### src/rtl/bpa_pkg.sv
// Shared types and constants for the bitmap page allocator.
// Used by the controller, the datapath and the top level; no dependencies.
`timescale 1ns / 1ps

package bpa_pkg;

  localparam int unsigned BlkIdxW  = 8;
  localparam int unsigned PageCntW = 7;
  localparam int unsigned PageNumW = 6;
  localparam int unsigned CountW   = 9;
  localparam int unsigned ApbDataW = 32;
  localparam int unsigned ApbAddrW = 3;

  localparam logic [CountW-1:0] BlocksReset = 9'd256;

  // register select is paddr[2]: byte address 0 holds blocks_in_use
  localparam logic RegBlocksInUse = 1'b0;

  // item kind codes
  localparam logic KindAlloc = 1'b0;
  localparam logic KindFree  = 1'b1;

  typedef enum logic [2:0] {
    StGranted = 3'd0,
    StNoSpace = 3'd1,
    StFreed   = 3'd2,
    StAlready = 3'd3,
    StRange   = 3'd4
  } status_e;

  typedef enum logic [1:0] {
    RdIdx,
    RdZero,
    RdNext
  } rd_sel_e;

  typedef enum logic [2:0] {
    ResNone,
    ResFreeRange,
    ResCountBad,
    ResNoSpace,
    ResAlready,
    ResFreed,
    ResGrant
  } res_e;

  typedef struct packed {
    logic    ld_item;
    logic    rd_en;
    rd_sel_e rd_sel;
    logic    ld_word;
    logic    wr_en;
    res_e    res;
  } cmd_t;

  typedef struct packed {
    logic kind;
    logic free_range;
    logic bad_count;
    logic no_space;
    logic used_bit;
    logic cand_any;
    logic last_page;
  } sts_t;

endpackage

### src/rtl/bpa_ram.sv
// Generic simple dual-port RAM: one write port, one registered read port.
// No dependencies.
`timescale 1ns / 1ps

module bpa_ram #(
  parameter int unsigned WIDTH = 16,
  parameter int unsigned DEPTH = 16
) (
  input  logic                                      clk_i,
  input  logic                                      we_i,
  input  logic [((DEPTH > 1) ? $clog2(DEPTH) : 1)-1:0] waddr_i,
  input  logic [WIDTH-1:0]                          wdata_i,
  input  logic                                      re_i,
  input  logic [((DEPTH > 1) ? $clog2(DEPTH) : 1)-1:0] raddr_i,
  output logic [WIDTH-1:0]                          rdata_o
);

  logic [WIDTH-1:0] mem_q [DEPTH];
  logic [WIDTH-1:0] rdata_q;

  always_ff @(posedge clk_i) begin
    if (we_i) begin
      mem_q[waddr_i] <= wdata_i;
    end
    if (re_i) begin
      rdata_q <= mem_q[raddr_i];
    end
  end

  assign rdata_o = rdata_q;

endmodule

### src/rtl/bpa_ctrl.sv
// Sequencer for the allocator: accepts items, steps the row scan and picks results.
// Depends on bpa_pkg for the command and status structs.
`timescale 1ns / 1ps

module bpa_ctrl (
  input  logic          clk_i,
  input  logic          rst_ni,
  input  logic          start_i,
  output logic          busy_o,
  input  bpa_pkg::sts_t sts_i,
  output bpa_pkg::cmd_t cmd_o
);

  typedef enum logic [1:0] {
    SIdle,
    SFreeRd,
    SAllocRd,
    SScan
  } state_e;

  state_e state_q, state_d;
  logic   busy_q;

  always_comb begin
    state_d = state_q;
    cmd_o   = '0;
    unique case (state_q)
      SIdle: begin
        if (start_i) begin
          if (sts_i.kind == bpa_pkg::KindFree) begin
            if (sts_i.free_range) begin
              cmd_o.res = bpa_pkg::ResFreeRange;
            end else begin
              cmd_o.ld_item = 1'b1;
              cmd_o.rd_en   = 1'b1;
              cmd_o.rd_sel  = bpa_pkg::RdIdx;
              state_d       = SFreeRd;
            end
          end else if (sts_i.bad_count) begin
            cmd_o.res = bpa_pkg::ResCountBad;
          end else if (sts_i.no_space) begin
            cmd_o.res = bpa_pkg::ResNoSpace;
          end else begin
            cmd_o.ld_item = 1'b1;
            cmd_o.rd_en   = 1'b1;
            cmd_o.rd_sel  = bpa_pkg::RdZero;
            state_d       = SAllocRd;
          end
        end
      end
      SFreeRd: begin
        if (sts_i.used_bit) begin
          cmd_o.res   = bpa_pkg::ResFreed;
          cmd_o.wr_en = 1'b1;
        end else begin
          cmd_o.res = bpa_pkg::ResAlready;
        end
        state_d = SIdle;
      end
      SAllocRd: begin
        cmd_o.ld_word = 1'b1;
        state_d       = SScan;
      end
      SScan: begin
        if (sts_i.cand_any) begin
          cmd_o.res = bpa_pkg::ResGrant;
          if (sts_i.last_page) begin
            cmd_o.wr_en = 1'b1;
            state_d     = SIdle;
          end
        end else begin
          // row exhausted: write it back and fetch the next one
          cmd_o.wr_en  = 1'b1;
          cmd_o.rd_en  = 1'b1;
          cmd_o.rd_sel = bpa_pkg::RdNext;
          state_d      = SAllocRd;
        end
      end
      default: begin
        state_d = SIdle;
      end
    endcase
  end

  always_ff @(posedge clk_i or negedge rst_ni) begin
    if (!rst_ni) begin
      state_q <= SIdle;
      busy_q  <= 1'b0;
    end else begin
      state_q <= state_d;
      busy_q  <= (state_d != SIdle);
    end
  end

  assign busy_o = busy_q;

`ifndef SYNTHESIS
  a_busy_tracks_state: assert property (@(posedge clk_i) disable iff (!rst_ni)
    busy_o == (state_q != SIdle))
    else $error("busy out of step with controller state");

  a_alloc_starts_scan: assert property (@(posedge clk_i) disable iff (!rst_ni)
    (state_q == SIdle && start_i && sts_i.kind == bpa_pkg::KindAlloc && !sts_i.bad_count
     && !sts_i.no_space)
    |=> (state_q == SAllocRd))
    else $error("accepted allocation did not start the row scan");
`endif

endmodule

### src/rtl/bpa_datapath.sv
// Bitmap rows, used count, blocks_in_use register, first-free finder and result registers.
// Depends on bpa_pkg and bpa_ram.
`timescale 1ns / 1ps

module bpa_datapath #(
  parameter int unsigned NUM_BLOCKS = 256,
  parameter int unsigned MAX_PAGES  = 64
) (
  input  logic                                clk_i,
  input  logic                                rst_ni,
  input  logic                                kind_i,
  input  logic [bpa_pkg::PageCntW-1:0]        page_count_i,
  input  logic [bpa_pkg::BlkIdxW-1:0]         block_index_i,
  input  logic                                cfg_we_i,
  input  logic [bpa_pkg::CountW-1:0]          cfg_wdata_i,
  output logic [bpa_pkg::CountW-1:0]          cfg_value_o,
  input  bpa_pkg::cmd_t                       cmd_i,
  output bpa_pkg::sts_t                       sts_o,
  output logic                                res_valid_o,
  output logic [bpa_pkg::BlkIdxW-1:0]         res_block_o,
  output logic [bpa_pkg::PageNumW-1:0]        res_page_o,
  output logic                                res_last_o,
  output bpa_pkg::status_e                    res_status_o,
  output logic [bpa_pkg::CountW-1:0]          res_free_o
);

  localparam int unsigned RowBits = (NUM_BLOCKS >= 16) ? 16 : 8;
  localparam int unsigned BitW    = $clog2(RowBits);
  localparam int unsigned Rows    = (NUM_BLOCKS + RowBits - 1) / RowBits;
  localparam int unsigned RowW    = (Rows > 1) ? $clog2(Rows) : 1;
  localparam int unsigned NbW     = $clog2(NUM_BLOCKS + 1);
  localparam int unsigned CmpA    = (NbW > bpa_pkg::CountW) ? NbW : bpa_pkg::CountW;
  localparam int unsigned CmpW    = (CmpA > RowW + BitW) ? CmpA : RowW + BitW;
  localparam int unsigned MaxUsed = (NUM_BLOCKS < 511) ? NUM_BLOCKS : 511;

  logic [bpa_pkg::CountW-1:0]   blocks_q;
  logic [bpa_pkg::CountW-1:0]   used_q, used_d;
  logic [bpa_pkg::PageCntW-1:0] cnt_q;
  logic [bpa_pkg::PageCntW-1:0] page_q;
  logic [bpa_pkg::BlkIdxW-1:0]  idx_q;
  logic [RowW-1:0]              row_q, row_d;
  logic [RowBits-1:0]           word_q;
  logic [Rows-1:0]              rowv_q;
  logic                         rvalid_q;

  logic [RowBits-1:0]           ram_rdata, rdata_eff, wdata;
  logic [RowBits-1:0]           elig, cand, onehot;
  logic [BitW-1:0]              first, bit_sel;
  logic [bpa_pkg::CountW-1:0]   n_eff, free_now, free_after;

  logic                         res_valid_q;
  logic [bpa_pkg::BlkIdxW-1:0]  res_block_q, res_block_d;
  logic [bpa_pkg::PageNumW-1:0] res_page_q, res_page_d;
  logic                         res_last_q, res_last_d;
  bpa_pkg::status_e             res_status_q, res_status_d;
  logic [bpa_pkg::CountW-1:0]   res_free_q;

  // effective block count: min(blocks_in_use, NUM_BLOCKS)
  assign n_eff = (CmpW'(blocks_q) < CmpW'(NUM_BLOCKS)) ? blocks_q
                                                        : bpa_pkg::CountW'(NUM_BLOCKS);
  assign free_now = (n_eff > used_q) ? n_eff - used_q : '0;

  assign rdata_eff = rvalid_q ? ram_rdata : '0;
  assign bit_sel   = idx_q[BitW-1:0];

  // bits of the current row that lie inside the managed range
  always_comb begin
    for (int j = 0; j < RowBits; j++) begin
      elig[j] = (CmpW'({row_q, BitW'(j)}) < CmpW'(n_eff));
    end
  end

  assign cand = ~word_q & elig;

  always_comb begin
    first = '0;
    for (int j = RowBits - 1; j >= 0; j--) begin
      if (cand[j]) begin
        first = BitW'(j);
      end
    end
  end

  assign onehot = RowBits'(1) << first;

  always_comb begin
    unique case (cmd_i.rd_sel)
      bpa_pkg::RdIdx:  row_d = RowW'(block_index_i >> BitW);
      bpa_pkg::RdZero: row_d = '0;
      bpa_pkg::RdNext: row_d = row_q + 1'b1;
      default:         row_d = row_q;
    endcase
  end

  always_comb begin
    if (cmd_i.res == bpa_pkg::ResFreed) begin
      wdata = rdata_eff & ~(RowBits'(1) << bit_sel);
    end else if (cmd_i.res == bpa_pkg::ResGrant) begin
      wdata = word_q | onehot;
    end else begin
      wdata = word_q;
    end
  end

  always_comb begin
    if (cmd_i.res == bpa_pkg::ResGrant) begin
      used_d = used_q + 1'b1;
    end else if (cmd_i.res == bpa_pkg::ResFreed && used_q != '0) begin
      used_d = used_q - 1'b1;
    end else begin
      used_d = used_q;
    end
  end

  assign free_after = (n_eff > used_d) ? n_eff - used_d : '0;

  always_comb begin
    res_block_d  = '0;
    res_page_d   = '0;
    res_last_d   = 1'b1;
    res_status_d = bpa_pkg::StRange;
    unique case (cmd_i.res)
      bpa_pkg::ResFreeRange: res_block_d = block_index_i;
      bpa_pkg::ResCountBad:  res_status_d = bpa_pkg::StRange;
      bpa_pkg::ResNoSpace:   res_status_d = bpa_pkg::StNoSpace;
      bpa_pkg::ResAlready: begin
        res_block_d  = idx_q;
        res_status_d = bpa_pkg::StAlready;
      end
      bpa_pkg::ResFreed: begin
        res_block_d  = idx_q;
        res_status_d = bpa_pkg::StFreed;
      end
      bpa_pkg::ResGrant: begin
        res_block_d  = bpa_pkg::BlkIdxW'({row_q, first});
        res_page_d   = page_q[bpa_pkg::PageNumW-1:0];
        res_last_d   = (page_q + 1'b1 == cnt_q);
        res_status_d = bpa_pkg::StGranted;
      end
      default: res_status_d = bpa_pkg::StRange;
    endcase
  end

  bpa_ram #(
    .WIDTH (RowBits),
    .DEPTH (Rows)
  ) u_map_ram (
    .clk_i   (clk_i),
    .we_i    (cmd_i.wr_en),
    .waddr_i (row_q),
    .wdata_i (wdata),
    .re_i    (cmd_i.rd_en),
    .raddr_i (row_d),
    .rdata_o (ram_rdata)
  );

  // control state; a row never written reads as all free
  always_ff @(posedge clk_i or negedge rst_ni) begin
    if (!rst_ni) begin
      blocks_q    <= bpa_pkg::BlocksReset;
      used_q      <= '0;
      rowv_q      <= '0;
      rvalid_q    <= 1'b0;
      res_valid_q <= 1'b0;
    end else begin
      if (cfg_we_i) begin
        blocks_q <= cfg_wdata_i;
      end
      used_q      <= used_d;
      res_valid_q <= (cmd_i.res != bpa_pkg::ResNone);
      if (cmd_i.rd_en) begin
        rvalid_q <= rowv_q[row_d];
      end
      if (cmd_i.wr_en) begin
        rowv_q[row_q] <= 1'b1;
      end
    end
  end

  always_ff @(posedge clk_i) begin
    if (cmd_i.ld_item) begin
      cnt_q  <= page_count_i;
      idx_q  <= block_index_i;
      page_q <= '0;
    end else if (cmd_i.res == bpa_pkg::ResGrant) begin
      page_q <= page_q + 1'b1;
    end
    if (cmd_i.rd_en) begin
      row_q <= row_d;
    end
    if (cmd_i.ld_word) begin
      word_q <= rdata_eff;
    end else if (cmd_i.res == bpa_pkg::ResGrant) begin
      word_q <= word_q | onehot;
    end
    if (cmd_i.res != bpa_pkg::ResNone) begin
      res_block_q  <= res_block_d;
      res_page_q   <= res_page_d;
      res_last_q   <= res_last_d;
      res_status_q <= res_status_d;
      res_free_q   <= free_after;
    end
  end

  assign sts_o.kind       = kind_i;
  assign sts_o.free_range = ({1'b0, block_index_i} >= n_eff);
  assign sts_o.bad_count  = (page_count_i == '0) ||
                            (page_count_i > bpa_pkg::PageCntW'(MAX_PAGES));
  assign sts_o.no_space   = ({2'b00, page_count_i} > free_now);
  assign sts_o.used_bit   = rdata_eff[bit_sel];
  assign sts_o.cand_any   = (cand != '0);
  assign sts_o.last_page  = (page_q + 1'b1 == cnt_q);

  assign cfg_value_o  = blocks_q;
  assign res_valid_o  = res_valid_q;
  assign res_block_o  = res_block_q;
  assign res_page_o   = res_page_q;
  assign res_last_o   = res_last_q;
  assign res_status_o = res_status_q;
  assign res_free_o   = res_free_q;

`ifndef SYNTHESIS
  a_used_bounded: assert property (@(posedge clk_i) disable iff (!rst_ni)
    used_q <= bpa_pkg::CountW'(MaxUsed))
    else $error("used count beyond the blocks that can be granted");

  a_grant_counts: assert property (@(posedge clk_i) disable iff (!rst_ni)
    (res_valid_q && res_status_q == bpa_pkg::StGranted) |-> (used_q == $past(used_q) + 1'b1))
    else $error("grant beat without a used count step");
`endif

endmodule

### src/rtl/bitmap_page_allocator_core.sv
// Bitmap first-fit page allocator: frees one block or grants the lowest free blocks.
// Steps: a reject (free out of range, bad count, no space) is decided in the accept cycle;
// a free reads the block's row (SFreeRd) and clears its bit if set; a grant reads row 0
// (SAllocRd), then grants one page per cycle from SScan, except that a row with no free
// block (16 blocks per row, 8 if NUM_BLOCKS < 16) is written back and the next row read first.
// Reset: every block free via per-row valid flops, blocks_in_use = 256; results never stall.
`timescale 1ns / 1ps

module bitmap_page_allocator_core #(
  parameter int unsigned NUM_BLOCKS = 256,
  parameter int unsigned MAX_PAGES  = 64
) (
  input  logic                            clk_i,
  input  logic                            rst_ni,
  input  logic                            start,
  output logic                            busy,
  input  logic                            kind_i,
  input  logic [bpa_pkg::PageCntW-1:0]    page_count_i,
  input  logic [bpa_pkg::BlkIdxW-1:0]     block_index_i,
  output logic                            result_valid_o,
  output logic [bpa_pkg::BlkIdxW-1:0]     granted_block_o,
  output logic [bpa_pkg::PageNumW-1:0]    page_number_o,
  output logic                            last_o,
  output logic [2:0]                      status_o,
  output logic [bpa_pkg::CountW-1:0]      free_blocks_o,
  input  logic                            psel,
  input  logic                            penable,
  input  logic                            pwrite,
  input  logic [bpa_pkg::ApbAddrW-1:0]    paddr,
  input  logic [bpa_pkg::ApbDataW-1:0]    pwdata,
  output logic [bpa_pkg::ApbDataW-1:0]    prdata,
  output logic                            pready
);

  bpa_pkg::cmd_t              cmd;
  bpa_pkg::sts_t              sts;
  bpa_pkg::status_e           res_status;
  logic                       cfg_we;
  logic [bpa_pkg::CountW-1:0] cfg_value;

  assign pready = 1'b1;
  assign cfg_we = psel && penable && pwrite && (paddr[2] == bpa_pkg::RegBlocksInUse);
  assign prdata = (paddr[2] == bpa_pkg::RegBlocksInUse)
                  ? {{(bpa_pkg::ApbDataW - bpa_pkg::CountW){1'b0}}, cfg_value} : '0;

  bpa_ctrl u_ctrl (
    .clk_i   (clk_i),
    .rst_ni  (rst_ni),
    .start_i (start),
    .busy_o  (busy),
    .sts_i   (sts),
    .cmd_o   (cmd)
  );

  bpa_datapath #(
    .NUM_BLOCKS (NUM_BLOCKS),
    .MAX_PAGES  (MAX_PAGES)
  ) u_datapath (
    .clk_i         (clk_i),
    .rst_ni        (rst_ni),
    .kind_i        (kind_i),
    .page_count_i  (page_count_i),
    .block_index_i (block_index_i),
    .cfg_we_i      (cfg_we),
    .cfg_wdata_i   (pwdata[bpa_pkg::CountW-1:0]),
    .cfg_value_o   (cfg_value),
    .cmd_i         (cmd),
    .sts_o         (sts),
    .res_valid_o   (result_valid_o),
    .res_block_o   (granted_block_o),
    .res_page_o    (page_number_o),
    .res_last_o    (last_o),
    .res_status_o  (res_status),
    .res_free_o    (free_blocks_o)
  );

  assign status_o = res_status;

endmodule
### config.mk
export PLATFORM = sky130hd
export DESIGN_NAME = bitmap_page_allocator_core
export DESIGN_NICKNAME = d
export VERILOG_FILES = /design/src/rtl/bpa_pkg.sv /design/src/rtl/bpa_ram.sv /design/src/rtl/bpa_ctrl.sv /design/src/rtl/bpa_datapath.sv /design/src/rtl/bitmap_page_allocator_core.sv
export SDC_FILE = /design/constraint.sdc
export NUM_CORES = 1
export LEC_CHECK = 0
export ABC_AREA = 1
export BUFFER_PORTS_ARGS = -buffer_cell sky130_fd_sc_hd__buf_2
export CAP_MARGIN = 25
export CORE_AREA = 5 5 269 271
export DETAILED_ROUTE_END_ITERATION = 6
export DIE_AREA = 0 0 274 276
export PLACE_DENSITY = 0.44
export REMOVE_ABC_BUFFERS = 1
export SYNTH_ARGS = -nofsm -noshare
export SYNTH_HDL_FRONTEND = slang
export SYNTH_SLANG_ARGS = --single-unit
export TNS_END_PERCENT = 100
### constraint.sdc
create_clock -name clk_i -period 5.05 [get_ports clk_i]
set_clock_uncertainty 0.1 [all_clocks]
set_input_delay 0.2525 -clock clk_i [delete_from_list [all_inputs] [get_ports clk_i]]
set_output_delay 0.2525 -clock clk_i [all_outputs]
set_load 0.05 [all_outputs]
==> impl_results.md, run 1 <==
* Status: finished with violations
* Failing checks: setup timing
* Residual DRC at 0
* Crit share post-route at 106%
* CP Depth at 36
* Avg Cell Area, Syn at just over 10 sq um
* Total CTS buffers at 45
* Number of register bits inferred by synthesis at between 300 and 400
* Post-synth EDFFs at roughly 320
* Power Density at 558 nW/um^2
* R2R Setup Slk at -300 ps
* Met1 Use GR at roughly 21%
* Crit path max-delay cell type: dfstp_2
* HP Class: input pin to register
* # diodes at 0
* H-tree Lvls at 2
* Max Clock Freq at 187 MHz
* Vias in the first global route at approximately 14000
* Busiest grt layer: met2
* Commonest non-fill, non-tap cell in the layout: edfxtp_1
* Design Area, Final at about 25000 sq um
* WL final at 62000 um
* Worst r2r path cells at 36
* Met2 usage at about a quarter
* Nets at 2228
* Max cap viols at 0
* WHS Path Cells at 4
* DR WL/cell at ~20 um
* Worst Max-Slew Pin Slew at between 800 and 900 ps
* Final core utilization at 35.7%
* Chip height at roughly 280 um
* Critical Path AT at 5580 ps
* Post-synth top area share at between 50% and 60%
* Register area at between 10000 and 15000 sq um
* DP Wirelength at about 40000 um
* Yosys warnings at 0
* Mapped Area at around 19000 sq um
* Critical path class: register to register
* Most used cell, CP: nand2_2
* Slew headroom at 40.2%
* CP Max Fanout at 8
* Die width at between 200 and 300 um
* Synth top area cells: edfxtp_1 51%, nor2_1 7.0%, dfrtp_1 5.1%
* Total congestion overflow at 0
* CTS Buffer Depth at 3
* Antenna Nets Post-Route at 0
* GPL Wtd Cong at roughly 0.85
* CTS tree: yes
* Initial antenna violation count at 1
* Async SR Flop Fraction at 10.3%
* Area of the multi-input gates at 7260 sq um
* Number of fill cells at between 6000 and 7000
* Final Total Pwr at 13.8 mW
* Syn Inst Count at 1797
* Setup crit end kind: register
* Post-DP Area at 21600 sq um
* GR Util met3 at 2.36%
* Worst-skew pair later-pin latency at a little under 600 ps
* Max incr delay on CP at 630 ps
* DR pass1 iterations at 5
* Critical path required time at 5280 ps
* Startpoint Class: register
* Setup WS pre-CTS at -563 ps
* Hold Slack at between 60 and 70 ps
* RSZ-0062 raised after global routing: true
* Placeable Area at between 60000 and 70000 sq um
* Yosys cell types at ~60
* Root buf cell: clkbuf_16
* Leakage power at between 9 and 10 nW
* Clock sinks at 380
* Row count at between 90 and 100
* I/O pin cnt at 119
* Worst setup margin at -298 ps
* Commonest cells after routing, fill and taps aside: 318 x edfxtp_1, 306 x nor2_1, 203 x nand2_1
* Yosys top cell by area: edfxtp_1
* DR vias/cell at 4.68
* HP Start: start
* Register area share after synthesis at between 50 and 60%
* WP buf/inv at 7
* Worst path top cell family by delay: simple AND/OR/NAND/NOR gates
* R2R Path Start: u_datapath.cfg_value_o[8]
* Initial DRC Count at about 1200
* IO buf count at just under 70
* Die area at approximately 76000 sq um
* Layout cells sized above 1 at between 30% and 40%
* Final hold violation count at 0
* Layout overhead on the synthesized area at 33.7%
* Min Tclk post-route at approximately 5300 ps
* Post-synth top flop: edfxtp_1
* Largest net degree at the start of global routing at 47
* Final setup vio count at 9
* Starting Density at approximately a quarter
* Via count at 14500
* CP startpoint: u_datapath.cfg_value_o[8]
* Peak supply drop at approximately 280 uV
* First-pass GRT wire length at roughly 90000 um
* Clock transition at path regs at approximately 60 ps
* Max-slew violations at 0
* Total track usage at about 15%
power breakdown:
part	leakage, nW	switching, mW	internal [mW]
clock network	0.734	1.38	2.01
logic	5.40	3.64	2.25
registers	3.59	0.239	4.33
synthesized netlist by cell type, types with 10 or more instances:
master,number
o21ai_0,112
nor2_1,344
nor2_2,10
xor2_1,18
a21oi_1,42
nand3_2,13
o21ai_1,19
buf_4,29
dfrtp_1,38
nand3_1,82
o21bai_1,10
o32ai_1,23
inv_1,129
nand2_2,24
dfxtp_1,23
buf_2,38
nand4_1,14
ha_1,44
clkbuf_1,23
nand2_1,215
or2_2,16
edfxtp_1,318
inv_2,16
nor3_1,22
o311ai_1,39
a31oi_1,10
o211ai_1,30
what timing repair did:
| action | in CTS | in global routing |
|---|---|---|
| resized for setup | 56 | 198 |
| endpoints found under the hold margin | 65 | 0 |
| pin swaps | 37 | 112 |
| hold buffers | 25 | 0 |
| cloned | 1 | 15 |
| setup buffers | 16 | 18 |
| endpoints found under the setup margin | 275 | 284 |
final cells by class:
type,instances,share of cell area (%)
flip-flops and latches,380,44.3
well taps,940,4.74
inverters,150,2.37
clock buffers,61,4.90
repair buffers,359,13.2
clock inverters,22,1.25
multi-input cells,1189,29.2
worst paths after layout:
check                                       endpoint
max                         u_datapath.res_free_o[5]
min                                u_ctrl.state_q[0]
max reg2reg                 u_datapath.res_free_o[5]
min reg2reg                    u_datapath.rowv_q[10]
max in group asynchronous  u_datapath.cfg_value_o[7]
min in group asynchronous          u_ctrl.state_q[0]
through the flow:
step / cells / TNS [ps]
floorplan: 1719 / -96270
global placement: 2944 / -63130
detailed placement: 2944 / -59920
CTS: 3069 / -2510
global route: 3101 / -8920
finish: 3101 / -2540
worst register-to-register path: cells and delay by family, from the launching register on:
kind	cells	cell delay, ps
simple gates	23	2430
compound gates	2	330
buf+inv	7	560
flops	1	630
xor+xnor	1	190
fa+ha+maj	3	900
kinds of logic after synthesis:
| group | Yosys count | share of synthesized area [%] |
|---|---|---|
| adders and majority gates | 46 | 3.18 |
| AOI/OAI and AO/OA | 329 | 11.5 |
| other | 2 | 0.0405 |
| and+or+nand+nor | 767 | 18.6 |
| buffers and inverters | 250 | 6.34 |
| DFF | 380 | 59.2 |
| xor gates and xnor gates | 23 | 1.09 |
registers in the layout (all words and copies together), names as in the netlist:
| register | cells |
|---|---|
| u_ctrl.busy_o | 1 |
| u_ctrl.state_q | 2 |
| u_datapath.cfg_value_o | 9 |
| u_datapath.cnt_q | 7 |
| u_datapath.idx_q | 8 |
| u_datapath.page_q | 7 |
| u_datapath.res_block_o | 8 |
| u_datapath.res_free_o | 9 |
| u_datapath.res_last_o | 1 |
| u_datapath.res_page_o | 6 |
| u_datapath.res_status_o | 3 |
| u_datapath.res_valid_o | 1 |
| u_datapath.row_q | 4 |
| u_datapath.rowv_q | 16 |
| u_datapath.rvalid_q | 1 |
| u_datapath.u_map_ram.mem_q | 256 |
| u_datapath.u_map_ram.rdata_o | 16 |
| u_datapath.used_q | 9 |
| u_datapath.word_q | 16 |
layer usage:
layer / routed length (um) / vias up
met4: 1640 / 0
met5: 0 / -
met1: 27800 / 7148
met2: 29600 / 344
met3: 2960 / 94
li1: - / 6932
Power figures use the tool's default switching activity.
==> run 2: changes to the inputs <==
--- a/config.mk
+++ b/config.mk
@@ -8,10 +8,10 @@
 export ABC_AREA = 1
 export BUFFER_PORTS_ARGS = -buffer_cell sky130_fd_sc_hd__buf_2
 export CAP_MARGIN = 25
-export CORE_AREA = 5 5 269 271
+export CORE_AREA = 5 5 222 224
 export DETAILED_ROUTE_END_ITERATION = 6
-export DIE_AREA = 0 0 274 276
-export PLACE_DENSITY = 0.44
+export DIE_AREA = 0 0 227 229
+export PLACE_DENSITY = 0.59
 export REMOVE_ABC_BUFFERS = 1
 export SYNTH_ARGS = -nofsm -noshare
 export SYNTH_HDL_FRONTEND = slang
==> run 2 against run 1 <==
Register-to-register slack hardly changed; critical path type unchanged; first-iteration DRC count decreased by 5.8%; global-route usage increased by 5.1 points; flip-flop and latch count is the same; non-clock buffer count fell by 11; maximum frequency is 0.21% lower; wire length down 7.4%; clock power is 7.4% lower; count of clock-buffer cells in the layout shrank 13; setup slack worse by 11 ps; the run still ends with setup timing left.
==> impl_results.md, run 2 (synthesis gave the netlist of run 1 again) <==
* Root buf cell: clkbuf_16
* Peak supply drop at 500 uV (+80%)
* Critical path required time at 5280 ps (about the same)
* Max-slew violations at 0 (unchanged)
* RSZ-0062 raised after global routing: true
* Min Tclk post-route at 5360 ps (+11.0 ps)
* Most used cell, CP: buf_4
* Setup crit end kind: register
* Max incr delay on CP at 610 ps (-20 ps)
* Row count at 80 (-18%)
* Crit path max-delay cell type: dfstp_2
* Largest register FFs at 256 (unchanged)
* Commonest cells after routing, fill and taps aside: 320 x nor2_1, 318 x edfxtp_1, 203 x buf_4
* WL final at 57400 um (-7.4%)
* Worst path top cell family by delay: simple AND/OR/NAND/NOR gates
* # diodes at 0 (unchanged)
* Worst setup margin at -309 ps (-11.0 ps)
* Layout overhead on the synthesized area at 29.0%
* Starting Density at 39.4% (+13 points)
* Setup_tns at -3160 ps (-613 ps)
* HP Class: input pin to register
* Total track usage at 20.3% (+5.1 points)
* Startpoint Class: register
* Clock sinks at 380 (unchanged)
* Nets at 2215 (-0.58%)
* DR WL/cell at 20.8 um (+4.1%)
* Final Total Pwr at 13.5 mW (-2.6%)
* WP buf/inv at 8 (+1)
* Number of fill cells at 4155 (-40%)
* Die area at 52000 sq um (-31%)
* Post-DP Area at 20900 sq um (-3.0%)
* Worst Max-Slew Pin Slew at 925 ps (+30.8 ps)
* Slew headroom at 38.3% (-1.9 points)
* DR vias/cell at 5.30 (+13%)
* Largest net degree at the start of global routing at 59 (+26%)
* Max Clock Freq at 187 MHz (-0.21%)
* Design Area, Final at 23900 sq um (-3.5%)
* DP Wirelength at 36000 um (-9.6%)
* H-tree Lvls at 2 (unchanged)
* GPL Wtd Cong at 0.895 (+5.2%)
* Total CTS buffers at 42 (-6.7%)
* Residual DRC at 0 (unchanged)
* Failing checks: setup timing
* Worst-skew pair later-pin latency at 580 ps (about the same)
* Finished Layout Cells at 2759 (-11%)
* DR pass1 iterations at 5 (unchanged)
* Critical Path AT at 5590 ps (about the same)
* Setup WS pre-CTS at -433 ps (+130 ps)
* Chip height at 229 um (-17%)
* Vias in the first global route at 14000 (-1.1%)
* Placeable Area at 47100 sq um (-32%)
* CTS Buffer Depth at 3 (unchanged)
* Commonest non-fill, non-tap cell in the layout: nor2_1
* Initial DRC Count at 1171 (-5.8%)
* Clock transition at path regs at 60 ps (about the same)
* Total congestion overflow at 0 (unchanged)
* Placed cell count at 2601 (-12%)
* Final core utilization at 50.8% (+15 points)
* Crit share post-route at 106% (+0.22 points)
* Via count at 14600 (+0.70%)
* Layout cells sized above 1 at 28.5% (-1.7 points)
* CTS tree: yes
* Largest Register: u_datapath.u_map_ram.mem_q
* Hold Slack at 49.0 ps (-17.6 ps)
* IO buf count at 69 (unchanged)
* Final hold violation count at 0 (unchanged)
* First-pass GRT wire length at 82100 um (-7.6%)
* Leakage power at 9.53 nW (-1.9%)
* Antenna Nets Post-Route at 0 (unchanged)
* Final setup vio count at 21 (+12)
* Status: finished with violations
* Initial antenna violation count at 0 (-1)
* CP Max Fanout at 8 (unchanged)
* Die width at 227 um (-17%)
* Max cap viols at 0 (unchanged)
* Critical path class: register to register
* I/O pin cnt at 119 (unchanged)
* Power Density at 563 nW/um^2 (+0.97%)
-- run 2: cell count changes in the layout (fill, tap and decap cells not counted), moves of 5 or more --
cell / before / now
clkbuf_1: 13 / 4
o311ai_2: 7 / 12
nor2_1: 306 / 320
buf_4: 194 / 203
buf_6: 24 / 18
o21ai_1: 35 / 23
nor2_4: 25 / 12
buf_12: 33 / 20
o311ai_1: 32 / 25
o32ai_2: 9 / 4
clkinv_1: 6 / 13
o21ai_2: 28 / 13
o21ai_0: 69 / 97
-- run 2: routing by layer --
metal	wire length, um	part of all wire (%)	vias to the layer above	track usage [%]
met1	24200	42	7123	27.6
met3	3930	6.8	83	2.69
met4	1290	2.2	0	4.93
li1	-	-	6893	-
met5	0	0	-	0
met2	28000	49	520	34.8
-- run 2: final cells by class --
type | instances | area, sq um | share of cell area (%)
clock inverter | 28 | 319 | 1.33
timing repair buffer | 348 | 3030 | 12.6
inverter | 150 | 586 | 2.45
timing repair inverter | 1 | 5.00 | 0.0209
clock buffer | 48 | 1100 | 4.61
sequential | 380 | 11000 | 45.9
multi-input combinational | 1189 | 7140 | 29.8
tap | 615 | 769 | 3.21
-- run 2: timing repair --
| action | CTS | global route |
|---|---|---|
| setup buffers | 24 | 16 |
| hold buffers | 25 | 0 |
| endpoints found under the hold margin | 63 | 0 |
| gates resized for setup | 38 | 138 |
| pin swaps | 46 | 45 |
| cloned | 1 | 17 |
| endpoints found under the setup margin | 202 | 287 |
-- run 2: worst paths after layout --
path	startpoint	endpoint	slack [ps]	depth (start not counted)
setup / recovery	u_datapath.cfg_value_o[8]	u_datapath.res_free_o[1]	-310	37
hold / removal	start	u_ctrl.state_q[1]	50	3
setup reg to reg	u_datapath.cfg_value_o[8]	u_datapath.res_free_o[1]	-310	37
hold reg to reg	u_datapath.rowv_q[10]	u_datapath.rowv_q[10]	370	1
max in group asynchronous	rst_ni	u_datapath.cfg_value_o[8]	4120	3
min in group asynchronous	rst_ni	u_ctrl.state_q[1]	120	2
-- run 2: power by group --
| part | switching, mW | internal (mW) | leakage (nW) |
|---|---|---|---|
| registers | 0.227 | 4.33 | 3.59 |
| clock network | 1.30 | 1.84 | 0.692 |
| logic | 3.60 | 2.19 | 5.25 |
| total | 5.13 | 8.36 | 9.53 |
-- run 2: worst min-delay path: cells and delay by family --
kind | cells | cell delay, ps
compound gates | 1 | 190
buf+inv | 1 | 130
simple gates | 1 | 120
==> run 3: changes to the inputs <==
==> constraint.sdc (replaced) <==
create_clock -name clk_i -period 5.05 [get_ports clk_i]
set_clock_uncertainty 0.1 [all_clocks]
set_input_delay 0.505 -clock clk_i [delete_from_list [all_inputs] [get_ports clk_i]]
set_output_delay 0.505 -clock clk_i [all_outputs]
set_load 0.05 [all_outputs]
==> run 3 against run 2 <==
The flow still finishes with violations (setup timing); global-route usage about the same; via count fell by 2.7%; sequential share of layout area increased by 1.9 points; clock power fell by 3%; worst hold slack lost 8.7 ps; critical endpoint is now u_datapath.res_free_o[2].
==> impl_results.md, run 3 (synthesis gave the netlist of run 1 again) <==
* Status: finished with violations
* Failing checks: setup timing
* Nets at 2150 (-2.9%)
* # diodes at 0 (unchanged)
* Critical Path AT at 5570 ps (-20 ps)
* Root buf cell: clkbuf_16
* Reg2reg end: u_datapath.res_free_o[2]
* Leakage power at 9.13 nW (-4.2%)
* HP Class: input pin to register
* GPL Wtd Cong at 0.906 (+1.3%)
* First-pass GRT wire length at 81800 um (-0.30%)
* Largest net degree at the start of global routing at 56 (-5.1%)
* Antenna Nets Post-Route at 0 (unchanged)
* Vias in the first global route at 13900 (-0.64%)
* Max cap viols at 0 (unchanged)
* Register area at 11000 sq um (unchanged)
* Total congestion overflow at 0 (unchanged)
* RSZ-0062 raised after global routing: true
* Startpoint Class: register
* I/O pin cnt at 119 (unchanged)
* Power Density at 570 nW/um^2 (+1.2%)
* Final hold violation count at 0 (unchanged)
* Via count at 14200 (-2.7%)
* CTS Buffer Depth at 3 (unchanged)
* DR WL/cell at 20.3 um (-2.4%)
* Number of fill cells at 4301 (+3.5%)
* Most used cell, CP: nand2_2
* Layout overhead on the synthesized area at 23.9%
* Max-slew violations at 0 (unchanged)
* Commonest cells after routing, fill and taps aside: 324 x nor2_1, 318 x edfxtp_1, 201 x nand2_1
* Slew headroom at 39.5% (+1.2 points)
* Layout cells sized above 1 at 26.1% (-2.3 points)
* Crit path max-delay cell type: dfstp_2
* Crit share post-route at 106% (-0.34 points)
* Die area at 52000 sq um (unchanged)
* DP Wirelength at 35400 um (-1.8%)
* Area of the multi-input gates at 6910 sq um (-3.2%)
* Die width at 227 um (unchanged)
* Initial DRC Count at 1300 (+11%)
* Worst r2r path cells at 35 (-5.4%)
* Max incr delay on CP at 600 ps (about the same)
* Total CTS buffers at 43 (+2.4%)
* DR pass1 iterations at 6 (+1)
* Initial antenna violation count at 0 (unchanged)
* Final setup vio count at 10 (-52%)
* Critical path required time at 5280 ps (about the same)
* Worst-skew pair later-pin latency at 590 ps (about the same)
* H-tree Lvls at 2 (unchanged)
* Placeable Area at 47100 sq um (unchanged)
* Row count at 80 (unchanged)
* R2R Path Start: u_datapath.cfg_value_o[8]
* Largest Register: u_datapath.u_map_ram.mem_q
* Total track usage at 20.3% (-0.031 points)
* CP startpoint: u_datapath.cfg_value_o[8]
* Largest register FFs at 256 (unchanged)
* CTS tree: yes
* Setup crit end kind: register
* Clock transition at path regs at 70 ps (about the same)
* Commonest non-fill, non-tap cell in the layout: nor2_1
* R2R Setup Slk at -290 ps (+20 ps)
* WL final at 54700 um (-4.7%)
* Peak supply drop at 479 uV (-4.2%)
* Clock sinks at 380 (unchanged)
* Max Clock Freq at 187 MHz (+0.32%)
* CP Max Fanout at 8 (unchanged)
* Hold Slack at 40.3 ps (-8.71 ps)
* DR vias/cell at 5.28 (-0.43%)
* Starting Density at 39.4% (unchanged)
* Final Total Pwr at 13.1 mW (-2.8%)
* Worst Max-Slew Pin Slew at 906 ps (-18.6 ps)
* Residual DRC at 0 (unchanged)
* Chip height at 229 um (unchanged)
* Worst setup margin at -292 ps (+17.2 ps)
* Setup crit end: u_datapath.res_free_o[2]
* Critical path class: register to register
* Min Tclk post-route at 5340 ps (-17.2 ps)
* IO buf count at 69 (unchanged)
-- run 3: cell types whose count changed in the layout (fill, tap and decap cells not counted), moves of 7 or more --
cell	previous run	this run
buf_4	203	160
dlygate4sd3_1	25	1
o311ai_1	25	38
o311ai_2	12	1
buf_6	18	26
o21ai_2	13	6
-- run 3: stage by stage --
step / std cells / worst slack, ps / util, % / TNS [ps] / instance area [sq um]
final: 2695 / -292 / 48.8 / -2460 / 23000
after global routing: 2695 / -643 / 48.8 / -65540 / 23000
after CTS: 2678 / -295 / 47.7 / -2490 / 22500
after detailed placement: 2584 / -500 / 44.1 / -35990 / 20800
after global placement: 2584 / -465 / 44.1 / -25510 / 20800
after floorplan: 1719 / -2160 / - / -96270 / 18000
-- run 3: power breakdown --
group / leakage, nW / total, mW / switching, mW / internal, mW
clock: 0.665 / 3.04 / 1.29 / 1.75
sequential: 3.59 / 4.56 / 0.235 / 4.33
combinational: 4.88 / 5.51 / 3.52 / 1.99
-- run 3: how the worst min path moves through the flow --
| stage | from | endpoint | slack [ps] | cells past startpoint |
|---|---|---|---|---|
| final | page_count_i[0] | u_datapath.cnt_q[0] | 40 | 1 |
| after detailed placement | u_datapath.rowv_q[15] | u_datapath.rowv_q[15] | 350 | 2 |
| after floorplan | rst_ni | u_ctrl.busy_o | 110 | 0 |
| after global placement | u_datapath.rowv_q[3] | u_datapath.rowv_q[3] | 340 | 2 |
| after CTS | page_count_i[0] | u_datapath.cnt_q[0] | 10 | 1 |
| after global routing | page_count_i[0] | u_datapath.cnt_q[0] | 40 | 1 |
-- run 3: layout make-up --
cell class	instances	area share, %
tap	615	3.35
multi-input combinational	1189	30.1
timing repair buffer	283	10.3
inverter	150	2.55
clock inverter	27	1.08
sequential	380	47.8
clock buffer	51	4.85
-- run 3: worst max-delay path, delay by kind of cell (launching register included) --
family	cells	cell delay, ps
fa+ha+maj	3	920
compound gates	4	640
xor+xnor	1	190
buf+inv	5	340
simple gates	22	2320
flops	1	600
-- run 3: timing repair --
action                                 4_1_cts  5_1_grt
endpoints found under the hold margin       38        0
hold buffers                                 1        0
pin swaps                                   38       59
resized for setup                           55       95
cloned                                       2        7
setup buffers                               13       11
setup endpoints to repair                  263      288
-- run 3: layer usage --
metal	share of wire (%)	global-route usage, %	vias up
li1	-	-	6751
met1	43	27.9	6900
met2	48	33.3	458
met3	5.6	2.82	109
met4	3.2	6.78	0
met5	0	0	-
